===== config.mk =====
export PLATFORM = sky130hd
export DESIGN_NAME = keypad_scan_press_fifo
export DESIGN_NICKNAME = d
export VERILOG_FILES = /design/src/rtl/kspf_pkg.sv /design/src/rtl/kspf_ring.sv /design/src/rtl/keypad_scan_press_fifo.sv
export SDC_FILE = /design/constraint.sdc
export NUM_CORES = 1
export LEC_CHECK = 0
export ABC_AREA = 1
export BUFFER_PORTS_ARGS = -buffer_cell sky130_fd_sc_hd__buf_4
export CORE_ASPECT_RATIO = 2
export CORE_MARGIN = 4
export CORE_UTILIZATION = 27
export DETAILED_ROUTE_END_ITERATION = 7
export PLACE_DENSITY_LB_ADDON = 0.05
export SLEW_MARGIN = 20
export SYNTH_ARGS = -nofsm -noshare
export SYNTH_HDL_FRONTEND = slang
export SYNTH_SLANG_ARGS = --single-unit

===== constraint.sdc =====
create_clock -name clk_i -period 26.8 [get_ports clk_i]
set_input_delay 1.34 -clock clk_i [delete_from_list [all_inputs] [get_ports clk_i]]
set_output_delay 1.34 -clock clk_i [all_outputs]
set_load 0.1 [all_outputs]

===== src/rtl/kspf_pkg.sv =====
// kspf_pkg: shared constants, payload structs and sequencer codes
// for the keypad scanner with press queue; no dependencies
package kspf_pkg;

  // sizing
  localparam int unsigned QUEUE_DEPTH = 128;
  localparam int unsigned NUM_COLS    = 4;
  localparam int unsigned NUM_ROWS    = 4;

  // key code layout is fixed: two row bits over two column bits
  localparam int unsigned KEY_W   = 4;
  localparam int unsigned LINE_W  = 2;
  localparam int unsigned MASK_W  = 16;
  localparam int unsigned FILL_OW = 8;

  localparam int unsigned IDX_W  = (QUEUE_DEPTH > 1) ? $clog2(QUEUE_DEPTH) : 1;
  localparam int unsigned FILL_W = $clog2(QUEUE_DEPTH + 1);
  localparam int unsigned SUM_W  = FILL_W + 1;

  // request function codes
  localparam logic FUNC_SCAN = 1'b0;
  localparam logic FUNC_POP  = 1'b1;

  typedef struct packed {
    logic              func;
    logic [MASK_W-1:0] matrix_sample;
    logic [KEY_W-1:0]  query_key;
  } kspf_in_t;

  typedef struct packed {
    logic               key_valid;
    logic [KEY_W-1:0]   key_code;
    logic               key_held;
    logic               any_held;
    logic [FILL_OW-1:0] queue_fill;
  } kspf_out_t;

  // sequencer to ring
  typedef struct packed {
    logic             push;
    logic             pop;
    logic [KEY_W-1:0] code;
  } kspf_ring_req_t;

  // ring to sequencer
  typedef struct packed {
    logic              empty;
    logic [FILL_W-1:0] fill;
    logic [KEY_W-1:0]  rd_code;
  } kspf_ring_stat_t;

  typedef enum logic [3:0] {
    ST_IDLE = 4'b0001,
    ST_SCAN = 4'b0010,
    ST_POP  = 4'b0100,
    ST_DONE = 4'b1000
  } kspf_state_e;

endpackage


===== src/rtl/kspf_ring.sv =====
// kspf_ring: single-port key ring with head pointer and fill count,
// overwriting the oldest entry when full; uses kspf_pkg
module kspf_ring (
  input  logic                     clk_i,
  input  logic                     rst_ni,
  input  kspf_pkg::kspf_ring_req_t req_i,
  output kspf_pkg::kspf_ring_stat_t stat_o
);

  logic [kspf_pkg::KEY_W-1:0]  mem [kspf_pkg::QUEUE_DEPTH];
  logic [kspf_pkg::KEY_W-1:0]  rd_code_q;
  logic [kspf_pkg::IDX_W-1:0]  head_q, head_d, head_inc;
  logic [kspf_pkg::FILL_W-1:0] fill_q, fill_d;
  logic [kspf_pkg::SUM_W-1:0]  slot_sum;
  logic [kspf_pkg::IDX_W-1:0]  slot;
  logic                        full, empty;

  assign full  = (fill_q == kspf_pkg::FILL_W'(kspf_pkg::QUEUE_DEPTH));
  assign empty = (fill_q == '0);

  // head wraps at the ring depth
  assign head_inc = (head_q == kspf_pkg::IDX_W'(kspf_pkg::QUEUE_DEPTH - 1)) ?
                    '0 : head_q + kspf_pkg::IDX_W'(1);

  // tail slot: head plus fill, folded once into the ring
  assign slot_sum = kspf_pkg::SUM_W'(head_q) + kspf_pkg::SUM_W'(fill_q);
  assign slot     = (slot_sum >= kspf_pkg::SUM_W'(kspf_pkg::QUEUE_DEPTH)) ?
                    kspf_pkg::IDX_W'(slot_sum - kspf_pkg::SUM_W'(kspf_pkg::QUEUE_DEPTH)) :
                    kspf_pkg::IDX_W'(slot_sum);

  // pointer update
  always_comb begin
    head_d = head_q;
    fill_d = fill_q;
    if (req_i.push) begin
      if (full) begin
        head_d = head_inc;
      end else begin
        fill_d = fill_q + kspf_pkg::FILL_W'(1);
      end
    end else if (req_i.pop && !empty) begin
      head_d = head_inc;
      fill_d = fill_q - kspf_pkg::FILL_W'(1);
    end
  end

  always_ff @(posedge clk_i or negedge rst_ni) begin
    if (!rst_ni) begin
      head_q <= '0;
      fill_q <= '0;
    end else begin
      head_q <= head_d;
      fill_q <= fill_d;
    end
  end

  // storage: write at tail on push, registered read at head on pop
  always_ff @(posedge clk_i) begin
    if (req_i.push) begin
      mem[slot] <= req_i.code;
    end
    if (req_i.pop) begin
      rd_code_q <= mem[head_q];
    end
  end

  assign stat_o.empty   = empty;
  assign stat_o.fill    = fill_q;
  assign stat_o.rd_code = rd_code_q;

endmodule


===== src/rtl/keypad_scan_press_fifo.sv =====
// keypad_scan_press_fifo: top level, request sequencer with a shared
// column evaluator and output register; uses kspf_pkg and kspf_ring
//
//  channel | signals                         | payload
//  --------+---------------------------------+--------------------------
//  in      | in_valid_i / in_ready_o         | in_req_i  (kspf_in_t)
//  out     | out_valid_o / out_ready_i       | out_rsp_o (kspf_out_t)
//
// a scan request steps through accept, one column per cycle through the
// shared column evaluator, and finish; a pop steps through accept, ring
// read and finish. reset clears the held mask, ring pointers and fill;
// ring contents are not cleared. a result waiting in the output register
// does not block the next request; only the finish step waits for the
// register to free.
module keypad_scan_press_fifo (
  input  logic               clk_i,
  input  logic               rst_ni,
  input  logic               in_valid_i,
  output logic               in_ready_o,
  input  kspf_pkg::kspf_in_t in_req_i,
  output logic               out_valid_o,
  input  logic               out_ready_i,
  output kspf_pkg::kspf_out_t out_rsp_o
);

  kspf_pkg::kspf_state_e state_q, state_d;

  logic [kspf_pkg::MASK_W-1:0] sample_q;
  logic [kspf_pkg::KEY_W-1:0]  query_q;
  logic                        func_q;
  logic [kspf_pkg::LINE_W-1:0] col_q, col_d;
  logic [kspf_pkg::MASK_W-1:0] found_q, found_d;
  logic [kspf_pkg::MASK_W-1:0] held_q, held_d;
  logic                        pop_hit_q, pop_hit_d;

  logic                        out_valid_q, out_valid_d;
  kspf_pkg::kspf_out_t         out_q, out_d;

  kspf_pkg::kspf_ring_req_t    ring_req;
  kspf_pkg::kspf_ring_stat_t   ring_stat;

  logic                        accept;
  logic                        last_col;
  logic                        pick_found;
  logic [kspf_pkg::LINE_W-1:0] pick_row;
  logic [kspf_pkg::KEY_W-1:0]  pick_code;
  logic [kspf_pkg::MASK_W-1:0] pick_bit;
  logic                        finish;

  assign accept     = in_valid_i && in_ready_o;
  assign in_ready_o = (state_q == kspf_pkg::ST_IDLE);
  assign last_col   = (col_q == kspf_pkg::LINE_W'(kspf_pkg::NUM_COLS - 1));

  // column evaluator: last pressed row of the current column wins
  always_comb begin
    pick_found = 1'b0;
    pick_row   = '0;
    for (int r = 0; r < kspf_pkg::NUM_ROWS; r++) begin
      if (sample_q[{kspf_pkg::LINE_W'(r), col_q}]) begin
        pick_found = 1'b1;
        pick_row   = kspf_pkg::LINE_W'(r);
      end
    end
  end

  assign pick_code = {pick_row, col_q};
  assign pick_bit  = kspf_pkg::MASK_W'(1) << pick_code;

  // finish step may load the output register once it is free
  assign finish = (state_q == kspf_pkg::ST_DONE) && (!out_valid_q || out_ready_i);

  // sequencer
  always_comb begin
    state_d      = state_q;
    col_d        = col_q;
    found_d      = found_q;
    held_d       = held_q;
    pop_hit_d    = pop_hit_q;
    ring_req     = '0;
    ring_req.code = pick_code;
    unique case (state_q)
      kspf_pkg::ST_IDLE: begin
        if (accept) begin
          col_d   = '0;
          found_d = '0;
          state_d = (in_req_i.func == kspf_pkg::FUNC_POP) ?
                    kspf_pkg::ST_POP : kspf_pkg::ST_SCAN;
        end
      end
      kspf_pkg::ST_SCAN: begin
        if (pick_found) begin
          found_d       = found_q | pick_bit;
          ring_req.push = !held_q[pick_code];
        end
        col_d = col_q + kspf_pkg::LINE_W'(1);
        if (last_col) begin
          held_d  = found_d;
          state_d = kspf_pkg::ST_DONE;
        end
      end
      kspf_pkg::ST_POP: begin
        ring_req.pop = !ring_stat.empty;
        pop_hit_d    = !ring_stat.empty;
        state_d      = kspf_pkg::ST_DONE;
      end
      kspf_pkg::ST_DONE: begin
        if (finish) begin
          state_d = kspf_pkg::ST_IDLE;
        end
      end
      default: begin
        state_d = kspf_pkg::ST_IDLE;
      end
    endcase
  end

  // result assembly and output register
  always_comb begin
    out_valid_d = out_valid_q;
    out_d       = out_q;
    if (out_ready_i) begin
      out_valid_d = 1'b0;
    end
    if (finish) begin
      out_valid_d         = 1'b1;
      out_d.key_valid     = (func_q == kspf_pkg::FUNC_POP) && pop_hit_q;
      out_d.key_code      = out_d.key_valid ? ring_stat.rd_code : '0;
      out_d.key_held      = held_q[query_q];
      out_d.any_held      = |held_q;
      out_d.queue_fill    = kspf_pkg::FILL_OW'(ring_stat.fill);
    end
  end

  // control registers
  always_ff @(posedge clk_i or negedge rst_ni) begin
    if (!rst_ni) begin
      state_q     <= kspf_pkg::ST_IDLE;
      held_q      <= '0;
      out_valid_q <= 1'b0;
    end else begin
      state_q     <= state_d;
      held_q      <= held_d;
      out_valid_q <= out_valid_d;
    end
  end

  // payload and working registers
  always_ff @(posedge clk_i) begin
    if (accept) begin
      func_q   <= in_req_i.func;
      sample_q <= in_req_i.matrix_sample;
      query_q  <= in_req_i.query_key;
    end
    col_q     <= col_d;
    found_q   <= found_d;
    pop_hit_q <= pop_hit_d;
    out_q     <= out_d;
  end

  kspf_ring u_ring (
    .clk_i  (clk_i),
    .rst_ni (rst_ni),
    .req_i  (ring_req),
    .stat_o (ring_stat)
  );

  assign out_valid_o = out_valid_q;
  assign out_rsp_o   = out_q;

  // checks

  // the ring is never asked to push and pop in one cycle
  assert property (@(posedge clk_i) disable iff (!rst_ni)
    !(ring_req.push && ring_req.pop))
    else $error("ring push and pop together");

  // fill never exceeds the ring depth
  assert property (@(posedge clk_i) disable iff (!rst_ni)
    ring_stat.fill <= kspf_pkg::FILL_W'(kspf_pkg::QUEUE_DEPTH))
    else $error("ring fill above depth");

  // an accepted request keeps the block busy in the next cycle
  assert property (@(posedge clk_i) disable iff (!rst_ni)
    accept |=> !in_ready_o)
    else $error("ready right after accept");

  // a result without a popped key carries a zero code
  assert property (@(posedge clk_i) disable iff (!rst_ni)
    (out_valid_o && !out_rsp_o.key_valid) |-> (out_rsp_o.key_code == '0))
    else $error("nonzero code without key");

endmodule


==> run summary, run 1 <==
Counting I/O delays and the setup requirement, the final critical path takes 4170 ps. For this run, the share of the core covered by cells in the final layout is 30.8%. The tools report the critical path capture point type as a register.

Once detail routing completed, the nets flagged for antenna violations numbered 0. Entering global routing, the biggest net connects 196 pins. The sequential fraction of the synthesis area was 70.3%; the final period utilization was 15.5%. For this run, asynchronously set or reset flops after synthesis account for 5.93%.

Compared with the post-synthesis result, the final layout area differs by 12.9%. The top cell type's share of synthesized area is 66.8%, and the initial core utilization is 27.3%. For this design the ratio of total power to cell area is 111 nW/um^2.

The area of the mapped netlist came out at 25,700 sq um. Sorting the synthesized cells by area gives the leading types as sky130_fd_sc_hd__edfxtp_1 67%, sky130_fd_sc_hd__nor2_1 7.5%, sky130_fd_sc_hd__o21ai_0 5.8%, sky130_fd_sc_hd__dfrtp_1 3.4%, sky130_fd_sc_hd__nand2_1 3.2%. During I/O placement, the number of pins put on the boundary was 42.

The die is 226 um wide. After layout, the worst setup slack is 22,630 ps. The setup slack after placement is 22,520 ps, and the number of remaining DRC errors is 0. Highest achievable clock rate: 0.240 GHz. The run gives 0 ps as the aggregate negative setup slack. Critical path's slowest cell: sky130_fd_sc_hd__dfrtp_4. The H-tree was split into 2 levels. The die covers 100,000 sq um. The logs give 0 for the antenna diode instance count and 2,211 for the synthesized instance count. The logs give 17,900 for the via count of the first global-routing pass and 0.785 for the global placer's final weighted congestion.

The pre-antenna-repair detailed-routing pass consisted of 6 iterations. The routed layout has 16,700 vias. In the final routed layout, each cell accounts on average for 24.4 um. Data on the critical path arrives at its endpoint at 4670 ps.

In this design, the critical path's most frequently occurring cell is sky130_fd_sc_hd__nor2_1. The quantity of I/O buffers inserted on ports works out to 41. Library cell with the largest summed area after synthesis: sky130_fd_sc_hd__edfxtp_1. The critical path goes through inv_6 > buf_4 > buf_4 > o21ai_0 > o22ai_1 > nand2_1 > nand3_1 > o21ai_1 > nor2_1 > nor2_1 > nor2_1. Global routing used 16.7% of the available tracks. The clock slew seen by the registers of the worst setup and hold paths works out to 70 ps. The worst setup path is of the reg2reg kind. The hold buffer count at CTS was 0.

TritonCTS created 57 clock buffers. In this run the static leakage power is 9.70 nW. At the pin with the least slew margin, the transition time is 1020 ps. The total number of yosys warnings was 0.

The number of standard-cell rows in the floorplan is 159. The run finished with clean final reports. STA classifies the critical path startpoint as a register. The source-to-sink clock delay at the later pin of the worst-skew pair came out at 650 ps. Synthesis produced a netlist with a net count of 2,255. The cell type group with the largest total delay on the critical path was buffers and inverters.

The global-route wire length before repair was 123,000 um. The HPWL reported at the end of detailed placement is 52,500 um, and the routed wire length is 84,700 um. IR analysis of the VDD net gives a maximum drop of 0.0000974 V. For the violation count after the first detailed-routing iteration, the log shows 707. The average instance in the mapped netlist occupies 11.6 sq um. Of all nets on the critical path, the largest fanout is 72. The buffers inserted during post-CTS setup optimization was 0.

Using the TritonRoute via totals, the vias-per-cell ratio works out to 4.83. The largest single stage delay on the critical path is 780 ps. Counting along the longest clock path gives a buffer depth of 3.

The logs give 27,300 ps for the data required time at the worst endpoint and 94,100 sq um for the area of the core. Number of antenna violations at the first check in global routing: 0. The number of different library cells used by synthesis comes to 40.

The clock tree root driver cell is sky130_fd_sc_hd__clkbuf_16. The max-slew violation count is 0. In the final design database the tool counted 2,258 nets. In this run the worst hold path is classified as reg2reg. Summed over all layers, the global routing overflow is 0. The synthesis-stage register bit count is 607.

For the clock net sink count, the log shows 607. The buffer and inverter count on the worst path came out at 3. The count of instances resized after the clock tree is built was 0. Measured along the y axis, the die boundary spans 444 um. Setup violations remaining at the end of the flow were counted as 0.

For the final hold violation count, the log shows 0. The number of max-cap violations is 0. TritonCTS built the clock tree.

Clock skew on the completed layout was measured at 15.1 ps. Cells with a size suffix above 1 make up 8.93% of the layout. The most frequently used flop master after synthesis is sky130_fd_sc_hd__edfxtp_1. The number of placed instances, taps included came out at 3,362. The remaining max-slew budget at the tightest pin was 31.7%; the number of enable flip-flop cells after synthesis was 571. Setup repair after global routing left no endpoint under its margin. The finished layout holds 3,468 standard cells, fillers aside.
## registers in the layout, indices dropped and copies added, names as in the netlist
register	cells
col_q	2
found_q	16
func_q	1
held_q	16
out_rsp_o	15
out_valid_o	1
pop_hit_q	1
query_q	4
sample_q	16
state_q	4
u_ring.fill_q	8
u_ring.head_q	7
u_ring.mem	512
u_ring.rd_code_q	4
## per-layer routing
metal | routed length (um) | GRT usage, % | vias to the layer above
met4 | 3970 | 7.23 | 0
li1 | - | - | 7838
met2 | 47800 | 32.6 | 292
met1 | 30400 | 17.7 | 8472
met3 | 2480 | 2.07 | 139
met5 | 0 | 0 | -
## cells in the mapped netlist (3+ instances only)
cell,instances
sky130_fd_sc_hd__edfxtp_1,571
sky130_fd_sc_hd__nor2_1,512
sky130_fd_sc_hd__o21ai_0,299
sky130_fd_sc_hd__nand2_1,219
sky130_fd_sc_hd__nand3_1,102
sky130_fd_sc_hd__inv_1,93
sky130_fd_sc_hd__clkbuf_1,88
sky130_fd_sc_hd__o22ai_1,65
sky130_fd_sc_hd__o211ai_1,50
sky130_fd_sc_hd__dfrtp_1,35
sky130_fd_sc_hd__a21oi_1,29
sky130_fd_sc_hd__buf_2,17
sky130_fd_sc_hd__ha_1,17
sky130_fd_sc_hd__buf_6,11
sky130_fd_sc_hd__xor2_1,10
sky130_fd_sc_hd__nand2_4,9
sky130_fd_sc_hd__o21bai_1,9
sky130_fd_sc_hd__mux2_2,8
sky130_fd_sc_hd__or2_2,8
sky130_fd_sc_hd__nand2_2,6
sky130_fd_sc_hd__nand4_1,6
sky130_fd_sc_hd__o221ai_1,6
sky130_fd_sc_hd__buf_1,5
sky130_fd_sc_hd__nor4_1,5
sky130_fd_sc_hd__xnor2_1,5
sky130_fd_sc_hd__nor3_1,4
sky130_fd_sc_hd__o21ai_1,3
## final cells by class
class                      instances  area [sq um]
clock inverter                    33           267
timing repair buffer              66           520
inverter                          97           372
fill                            9566         65100
multi-input combinational       1385          6720
clock buffer                      73          1540
sequential                       607         18100
tap                             1207          1510
## kinds of logic after synthesis
kind of cell,Yosys count,synth area share [%]
AND/OR/NAND/NOR,879,14.2
flip-flops,607,70.3
AO/OA/AOI/OAI,464,10.1
buffers and inverters,219,3.63
adder cells (fa/ha/maj),19,0.985
XOR/XNOR,15,0.512
multiplexers,8,0.351
## cell usage in the layout (no fill, tap or decap), drive strengths merged, types with 6 or more instances in the layout
cell type / synthesis / layout
o211ai: 50 / 50
inv: 96 / 97
buf: 34 / 66
nor2: 516 / 516
xor2: 10 / 10
ha: 17 / 17
nand3: 104 / 104
mux2: 8 / 8
nand4: 6 / 6
clkbuf: 88 / 73
dfrtp: 35 / 35
o22ai: 65 / 65
o221ai: 6 / 6
edfxtp: 571 / 571
nor4: 6 / 6
or2: 8 / 8
o21ai: 302 / 302
nand2: 234 / 234
clkinv: 1 / 27
o21bai: 9 / 9
a21oi: 29 / 29
## metrics by stage
step	total power, mW	hold WS, ps	instance area [sq um]
detailed placement	2.47	568	27200
global route	3.42	616	29000
floorplan	1.98	481	25700
CTS	3.30	581	29000
global placement	2.48	563	27200
finish	3.22	580	29000
## where the power goes
part	switching (mW)	internal [mW]
sequential	0.0787	1.22
combinational	0.848	0.249
clock	0.371	0.444
total	1.30	1.92
## worst min-delay path, cell delays in order, from the launching register on
cell and delay, ps:
sky130_fd_sc_hd__edfxtp_1 310, sky130_fd_sc_hd__o21bai_1 120, sky130_fd_sc_hd__nand2_1 50, sky130_fd_sc_hd__o21ai_0 60
## worst paths after layout
path                                               from                             to  slack (ps)  cells after the start
setup / recovery           u_ring.head_q[0]$_DFFE_PN0P_  u_ring.rd_code_q[2]$_DFFE_PP_       22630                     11
hold / removal                 found_q[5]$_SDFFCE_PN0P_          held_q[5]$_DFFE_PN0P_         580                      3
setup reg to reg           u_ring.head_q[0]$_DFFE_PN0P_  u_ring.rd_code_q[2]$_DFFE_PP_       22630                     11
hold reg to reg                found_q[5]$_SDFFCE_PN0P_          held_q[5]$_DFFE_PN0P_         580                      3
max in group asynchronous                        rst_ni   u_ring.head_q[1]$_DFFE_PN0P_       25660                      1
min in group asynchronous                        rst_ni         held_q[14]$_DFFE_PN0P_         690                      1
No activity file was read; power rests on OpenSTA's default activity.
==> run 2, diff against run 1 <==
- ABC_AREA: 1 -> 0
- clock period: 26.8 -> 4 ns (I/O delays scaled with it)
==> run summary, run 2 <==
The tools report the clock tree root driver cell as sky130_fd_sc_hd__clkbuf_16 (unchanged). The sequential fraction of the synthesis area is 72.8% (was 70.3%). The dominant cell by count in the synthesized netlist is sky130_fd_sc_hd__edfxtp_1 (unchanged). The type of origin of the critical path is a register (unchanged).

The combinational family with the most area after synthesis was multiplexers (was simple AND/OR/NAND/NOR gates). The number of top-level pins was 42 (unchanged); the maximum VDD drop was 0.000464 V (was 0.0000974 V). Flip-flop count of the largest register after layout: 512 (unchanged).

Final period utilization: 94.6% (was 15.5%). Ratio of routed vias to standard cells: 4.70 (was 4.83). The most frequently used flop master after synthesis is sky130_fd_sc_hd__edfxtp_1 (unchanged). Class of the worst hold path: in2async (was reg2reg).

The routed wire length is 75,000 um (was 84,700 um). For the number of vias in the routed layout, the log shows 12,500 (was 16,700). The quantity of I/O buffers inserted on ports is 41 (unchanged), and the fill cell instance count of the final layout is 8,703 (was 9,566). The number of antenna-violating nets in the routed design was 0 (unchanged); the die outline height was 436 um (was 444 um). The violation count after the first detailed-routing iteration came out at 763 (was 707). Register containing the most flip-flops in the final layout: u_ring.mem (unchanged). The area of the core is 90,800 sq um (was 94,100 sq um), and the worst-case clock skew is 30.3 ps (was 15.1 ps).

The source-to-sink clock delay at the later pin of the worst-skew pair is 660 ps (was 650 ps). Number of enable flip-flop cells after synthesis: 571 (unchanged). Mux share of post-synthesis cell area: 15.9% (was 0.351%).

The clock net sink count is 607 (unchanged), and the total number of yosys warnings is 0 (unchanged). Total clock buffers created by CTS: 59 (was 57). The horizontal die dimension was 222 um (was 226 um). Buffers inserted during post-CTS setup optimization: 0 (unchanged). The clock tree buffer depth is 3 (unchanged), and the area of the mapped netlist is 24,800 sq um (was 25,700 sq um). The run gives 215 ps (was 22,630 ps) as the worst path setup slack after routing. The per-instance average area after synthesis is 18.9 sq um (was 11.6 sq um), and the top cell type's share of synthesized area is 69.2% (was 66.8%). HPWL reported at the end of detailed placement: 50,300 um (was 52,500 um).

The maximum level of the CTS H-tree is 2 (unchanged), and the area added between synthesis and finish is 18.7% (was 12.9%). The most common cell after layout, fill and taps aside is sky130_fd_sc_hd__edfxtp_1 (unchanged). The logs give 97,000 sq um (was 100,000 sq um) for the area of the die and 0 (unchanged) for the antenna diode instance count. The fraction of registers with async set or reset after synthesis is 5.93% (unchanged).

The run gives 224 ps (was 22,520 ps) as the setup slack after placement. The clock slew seen by the registers of the worst setup and hold paths was 70 ps (about the same); the number of antenna violations at the first check in global routing was 0 (unchanged). The wire length per cell after detailed routing works out to 28.1 um (was 24.4 um). The critical path capture point type is a register (unchanged). The first-pass iteration count of the detailed router was 5 (was 6). The data arrival time at the worst-slack endpoint is 4300 ps (was 4670 ps). The total power per unit cell area is 698 nW/um^2 (was 111 nW/um^2), and the transition time of the tightest slew-check pin is 879 ps (was 1020 ps). The number of remaining DRC errors was 0 (unchanged). For the number of nets in the layout, the log shows 1,480 (was 2,258).

The minimum clock period is 3790 ps (was 4170 ps), and the post-synthesis cell type count is 63 (was 40). The area fraction in and, or, nand and nor cells after synthesis was 5.62% (was 14.2%); the maximum number of pins on one net before global-route repair was 71 (was 196). Reported leakage power: 9.24 nW (was 9.70 nW).

The number of max-cap violations came out at 0 (unchanged). The logs give 107,000 um (was 123,000 um) for the global-route wire length before repair and 1,311 (was 2,211) for the synthesized instance count. Remaining max-slew budget at the tightest pin: 41.3% (was 31.7%). The logs give 0 (unchanged) for the final hold violation count and 18,100 sq um (about the same) for the area of all sequential standard cells. Type of the worst setup path: reg2reg (unchanged).

Biggest area contributors in the synthesized netlist: sky130_fd_sc_hd__edfxtp_1 69%, sky130_fd_sc_hd__mux4_2 14%, sky130_fd_sc_hd__dfrtp_1 3.5%, sky130_fd_sc_hd__nor2_1 2.9%, sky130_fd_sc_hd__a21oi_1 0.87% (was sky130_fd_sc_hd__edfxtp_1 67%, sky130_fd_sc_hd__nor2_1 7.5%, sky130_fd_sc_hd__o21ai_0 5.8%, sky130_fd_sc_hd__dfrtp_1 3.4%, sky130_fd_sc_hd__nand2_1 3.2%). Number of standard-cell rows in the floorplan: 156 (was 159). The max-slew violation count is 0 (unchanged).

The tools report the aggregate global routing overflow as 0 (unchanged). The tools report the initial core utilization as 27.3% (about the same). The run finished with clean final reports. TritonCTS built the clock tree. The share of cells above drive strength 1 came out at 29.5% (was 8.93%). The count of instances resized after the clock tree is built was 0 (unchanged); the compound-gate portion of the synthesized area was 2.72% (was 10.1%).

The xor and xnor area share after synthesis was 0.460% (was 0.512%); the area occupied by multi-input gates was 6580 sq um (was 6720 sq um). The total of endpoints with negative setup slack in the final report was 0 (unchanged). Leading cell types in the layout, fill and taps excluded: 571 x sky130_fd_sc_hd__edfxtp_1, 158 x sky130_fd_sc_hd__mux4_2, 142 x sky130_fd_sc_hd__nor2_1 (was 571 x sky130_fd_sc_hd__edfxtp_1, 510 x sky130_fd_sc_hd__nor2_1, 297 x sky130_fd_sc_hd__o21ai_0). The post-synthesis adder-cell area fraction is 1.02% (was 0.985%), and the largest fanout on the critical path is 12 (was 72). Library cell with the largest summed area after synthesis: sky130_fd_sc_hd__edfxtp_1 (unchanged). Setup repair after global routing left no endpoint under its margin. For the total nets after synthesis, the log shows 1,355 (was 2,255). Worst-case hold slack: 94.6 ps (was 580 ps).

Most used standard cells in the synthesized netlist: 571 x sky130_fd_sc_hd__edfxtp_1, 193 x sky130_fd_sc_hd__nor2_1, 157 x sky130_fd_sc_hd__mux4_2 (was 571 x sky130_fd_sc_hd__edfxtp_1, 512 x sky130_fd_sc_hd__nor2_1, 299 x sky130_fd_sc_hd__o21ai_0). The logs give 0.264 GHz (was 0.240 GHz) for the highest achievable clock rate and 14,000 (was 17,900) for the via count of the first global-routing pass. The tools report the global placer's final weighted congestion as 0.772 (was 0.785).

The overall track demand over capacity in global routing was 15.4% (was 16.7%); the data required time at the worst endpoint was 4510 ps (was 27,300 ps). The synthesis-stage register bit count works out to 607 (unchanged).
[run 2: changes by cell type after synthesis, sizes merged, moves of 13 or more]
| cell | change |
|---|---|
| a21oi | +14 |
| clkbuf | -60 |
| inv | -83 |
| mux2i | +14 |
| mux4 | +164 |
| nand2 | -210 |
| nand3 | -77 |
| nor2 | -323 |
| nor2b | +13 |
| o211ai | -48 |
| o21ai | -292 |
| o22ai | -64 |
[run 2: cell type report]
class | count | share of cell area (%)
sequential | 607 | 61.4
multi-input combinational | 626 | 22.4
clock buffer | 62 | 5.13
tap | 1185 | 5.04
timing repair buffer | 129 | 3.80
clock inverter | 49 | 2.01
inverter | 13 | 0.192
[run 2: timing repair]
action / 4_1_cts / 5_1_grt
setup endpoints to repair: 0 / 0
hold buffers: 24 / 0
endpoints found under the hold margin: 61 / 0
[run 2: path summary, 6_finish.rpt]
path | startpoint | endpoint | slack [ps] | depth (start not counted)
setup / recovery | col_q[0]$_SDFFCE_PN0P_ | u_ring.fill_q[7]$_DFFE_PN0P_ | 210 | 14
hold / removal | rst_ni | held_q[15]$_DFFE_PN0P_ | 90 | 2
setup reg to reg | col_q[0]$_SDFFCE_PN0P_ | u_ring.fill_q[7]$_DFFE_PN0P_ | 210 | 14
hold reg to reg | found_q[6]$_SDFFCE_PN0P_ | held_q[6]$_DFFE_PN0P_ | 540 | 2
max in group asynchronous | rst_ni | u_ring.head_q[1]$_DFFE_PN0P_ | 3460 | 2
min in group clk_i | in_req_i[16] | sample_q[12]$_DFFE_PP_ | 260 | 2
[run 2: critical path: stages (launching register included)]
cell                       delay [ps]
sky130_fd_sc_hd__edfxtp_1         450
sky130_fd_sc_hd__buf_4            240
sky130_fd_sc_hd__mux4_2           530
sky130_fd_sc_hd__buf_4            190
sky130_fd_sc_hd__and2_1           150
sky130_fd_sc_hd__a211oi_2         230
sky130_fd_sc_hd__and2_4           350
sky130_fd_sc_hd__inv_8             70
sky130_fd_sc_hd__ha_4             270
sky130_fd_sc_hd__a21o_1           100
sky130_fd_sc_hd__a21o_1           150
sky130_fd_sc_hd__a21o_1           130
sky130_fd_sc_hd__a21oi_2           60
sky130_fd_sc_hd__o21ai_1          170
sky130_fd_sc_hd__mux4_2           510
[run 2: logic make-up after synthesis]
group | Yosys count
xor gates and xnor gates | 13
muxes | 185
buffers and inverters | 78
and+or+nand+nor | 305
DFF | 607
AOI/OAI and AO/OA | 104
adders and majority gates | 19
[run 2: report_power, final]
group          internal, mW  switching [mW]  leakage [nW]  total (mW)
combinational          2.35            3.76          2.62        6.11
sequential             7.95           0.323          5.59        8.27
clock                  3.58            2.57          1.02        6.15
total                  13.9            6.65          9.24        20.5
[run 2: metal layers]
| layer | routed length [um] | vias to the layer above | GRT usage, % |
|---|---|---|---|
| li1 | - | 5551 | - |
| met1 | 25900 | 6673 | 15.7 |
| met2 | 44600 | 224 | 31.5 |
| met3 | 1990 | 98 | 1.92 |
| met4 | 2510 | 0 | 5.19 |
| met5 | 0 | - | 0 |
[run 2: metrics by stage]
step	area, sq um	TNS (ps)	cells	total power, mW	utilization [%]
after global routing	29400	0	2671	21.5	32.4
after floorplan	25000	-299460	1311	12.1	-
after global placement	27100	0	2536	14.8	29.8
after CTS	29400	0	2671	21.1	32.4
final	29400	0	2671	20.5	32.4
after detailed placement	27100	0	2536	14.8	29.8
==> run 3, diff against run 2 <==
- SKIP_LAST_GASP: unset -> 1
- clock period: 4 -> 4.5 ns (I/O delays scaled with it)
==> run summary, run 3 (synthesis results as in run 2) <==
The global-route wire length before repair came out at 104,000 um (was 107,000 um). The tools report the number of standard-cell rows in the floorplan as 156 (unchanged). The part of the total power dissipated in the clock network came out at 29.2% (was 29.9%).

The total power per unit cell area is 607 nW/um^2 (was 698 nW/um^2). For the filler-free cell count of the finished design, the log shows 2,664 (was 2,671). The quantity of I/O buffers inserted on ports is 41 (unchanged). The flow ran to the end, and the final reports show no timing, DRC or antenna violations. The violation count after the first detailed-routing iteration was 686 (was 763). The register containing the most flip-flops in the final layout was u_ring.mem (unchanged). The transition time of the tightest slew-check pin works out to 920 ps (was 879 ps). The tools report the number of vias in the routed layout as 12,500 (about the same). For the power share of the combinational group, the log shows 29.6% (was 29.8%). The tools report the data required time at the worst endpoint as 5010 ps (was 4510 ps).

The number of antenna-violating nets in the routed design is 0 (unchanged), and the wire length per cell after detailed routing is 27.3 um (was 28.1 um). Most common cell after layout, fill and taps aside: sky130_fd_sc_hd__edfxtp_1 (unchanged). The tools report the switching power of the nets as 5.68 mW (was 6.65 mW). The aggregate negative setup slack was 0 ps (unchanged); the largest fanout on the critical path was 12 (unchanged). Area added between synthesis and finish: 17.9% (was 18.7%). The global placer's final weighted congestion is 0.760 (was 0.772).

The reported leakage power was 9.15 nW (was 9.24 nW). The die outline height is 436 um (unchanged), and the minimum clock period is 3780 ps (was 3790 ps). The max-slew violation count was 0 (unchanged). Critical path capture point type: a register (unchanged). The area of the die is 97,000 sq um (unchanged). The switching share of total power works out to 32.0% (was 32.4%).

The logs give 42 (unchanged) for the number of top-level pins and 0 (unchanged) for the number of max-cap violations. The type of the worst setup path is reg2reg (unchanged). Maximum number of pins on one net before global-route repair: 85 (was 71). The tools report the maximum level of the CTS H-tree as 2 (unchanged). The run gives 13,900 (was 14,000) as the via count of the first global-routing pass. Setup repair after global routing left no endpoint under its margin. The run gives 0.000460 V (was 0.000464 V) as the maximum VDD drop. The number of remaining DRC errors is 0 (unchanged). The tools report the clock tree root driver cell as sky130_fd_sc_hd__clkbuf_16 (unchanged).

The run gives 5 (unchanged) as the first-pass iteration count of the detailed router. The overall track demand over capacity in global routing is 14.9% (was 15.4%), and the cell-internal power is 12.1 mW (was 13.9 mW). Leading cell types in the layout, fill and taps excluded: 571 x sky130_fd_sc_hd__edfxtp_1, 158 x sky130_fd_sc_hd__mux4_2, 148 x sky130_fd_sc_hd__nor2_1 (was 571 x sky130_fd_sc_hd__edfxtp_1, 158 x sky130_fd_sc_hd__mux4_2, 142 x sky130_fd_sc_hd__nor2_1). TritonCTS built the clock tree.

The antenna diode instance count was 0 (unchanged); the number of nets in the layout was 1,475 (was 1,480). The total clock buffers created by CTS is 57 (was 59), and the HPWL reported at the end of detailed placement is 48,900 um (was 50,300 um). The logs give 32.2% (was 32.4%) for the utilization after layout and 72,700 um (was 75,000 um) for the routed wire length. For the number of placed instances, taps included, the log shows 2,532 (was 2,536). The type of origin of the critical path is a register (unchanged).

The final period utilization is 84.0% (was 94.6%). Fill cell instance count of the final layout: 8,671 (was 8,703). The logs give 4290 ps (was 4300 ps) for the data arrival time at the worst-slack endpoint and 0 (unchanged) for the count of instances resized after the clock tree is built. The ratio of routed vias to standard cells is 4.68 (was 4.70). The class of the worst hold path is in2async (unchanged).

The tools report the worst-case clock skew as 25.9 ps (was 30.3 ps). The source-to-sink clock delay at the later pin of the worst-skew pair was 650 ps (was 660 ps). The horizontal die dimension works out to 222 um (unchanged). Share of cells above drive strength 1: 28.4% (was 29.5%).

The run gives 38.6% (was 41.3%) as the remaining max-slew budget at the tightest pin. The number of antenna violations at the first check in global routing was 0 (unchanged); the initial core utilization was 27.3% (unchanged). The final hold violation count was 0 (unchanged); the relative contribution of sequential cells to total power was 41.2% (was 40.3%). The clock slew seen by the registers of the worst setup and hold paths works out to 70 ps (about the same).

The aggregate global routing overflow is 0 (unchanged). The highest achievable clock rate was 0.265 GHz (was 0.264 GHz); the clock net sink count was 607 (unchanged). For the area of the core, the log shows 90,800 sq um (unchanged). Clock tree buffer depth: 3 (unchanged).

The total of endpoints with negative setup slack in the final report came out at 0 (unchanged). The flip-flop count of the largest register after layout works out to 512 (unchanged).
[run 3: routing by layer]
metal / up-vias / share of wire [%] / track usage, %
li1: 5555 / - / -
met1: 6634 / 36 / 15.8
met2: 202 / 59 / 30.2
met3: 79 / 2.6 / 1.79
met4: 0 / 2.9 / 4.56
met5: - / 0 / 0
[run 3: cell type report]
| type | instances | area, sq um | share of cell area [%] |
|---|---|---|---|
| Multi-Input combinational cell | 626 | 6560 | 22.5 |
| Tap cell | 1185 | 1480 | 5.08 |
| Timing Repair Buffer | 126 | 1080 | 3.71 |
| Clock inverter | 41 | 468 | 1.60 |
| Sequential cell | 607 | 18100 | 61.8 |
| Clock buffer | 66 | 1500 | 5.14 |
| Inverter | 13 | 56.3 | 0.193 |
[run 3: worst paths after layout]
kind	startpoint	slack [ps]	end	cells past startpoint
max	col_q[0]$_SDFFCE_PN0P_	720	u_ring.fill_q[7]$_DFFE_PN0P_	13
min	rst_ni	130	held_q[7]$_DFFE_PN0P_	2
max reg2reg	col_q[0]$_SDFFCE_PN0P_	720	u_ring.fill_q[7]$_DFFE_PN0P_	13
min reg2reg	u_ring.fill_q[7]$_DFFE_PN0P_	480	out_rsp_o[7]$_DFFE_PP_	0
max in group asynchronous	rst_ni	3940	u_ring.head_q[0]$_DFFE_PN0P_	2
min in group clk_i	in_req_i[1]	300	query_q[1]$_DFFE_PP_	2
[run 3: power by group through the flow]
stage	Sequential, mW	Clock, mW	Combinational (mW)
floorplan	7.47	0	3.27
global placement	7.45	0	5.50
detailed placement	7.45	0	5.49
CTS	7.33	5.36	5.53
global route	7.35	5.58	5.72
finish	7.32	5.18	5.25
[run 3: critical path, cell delays in order (launching register included)]
cell,delay (ps)
sky130_fd_sc_hd__edfxtp_1,320
sky130_fd_sc_hd__buf_4,230
sky130_fd_sc_hd__mux4_2,660
sky130_fd_sc_hd__nor2b_1,530
sky130_fd_sc_hd__a211oi_2,200
sky130_fd_sc_hd__and2_4,250
sky130_fd_sc_hd__inv_8,100
sky130_fd_sc_hd__ha_4,190
sky130_fd_sc_hd__a21o_1,150
sky130_fd_sc_hd__a21o_1,170
sky130_fd_sc_hd__a21o_1,170
sky130_fd_sc_hd__a21oi_2,160
sky130_fd_sc_hd__o21ai_1,100
sky130_fd_sc_hd__mux4_2,410
[run 3: timing repair]
action,in CTS,in global routing
endpoints found under the hold margin,61,0
hold buffers,25,0
buffers inserted,0,0
[run 3: stage by stage]
| step | setup slack, ps | hold slack, ps | power (mW) | instance area [sq um] |
|---|---|---|---|---|
| 6_report | 720 | 125 | 17.7 | 29200 |
| 2_1_floorplan | -929 | -70.6 | 10.7 | 25000 |
| 3_5_place_dp | 686 | 272 | 12.9 | 27000 |
| 4_1_cts | 692 | 98.9 | 18.2 | 29200 |
| 5_1_grt | 570 | 145 | 18.6 | 29200 |
| 3_3_place_gp | 720 | 273 | 13.0 | 27000 |
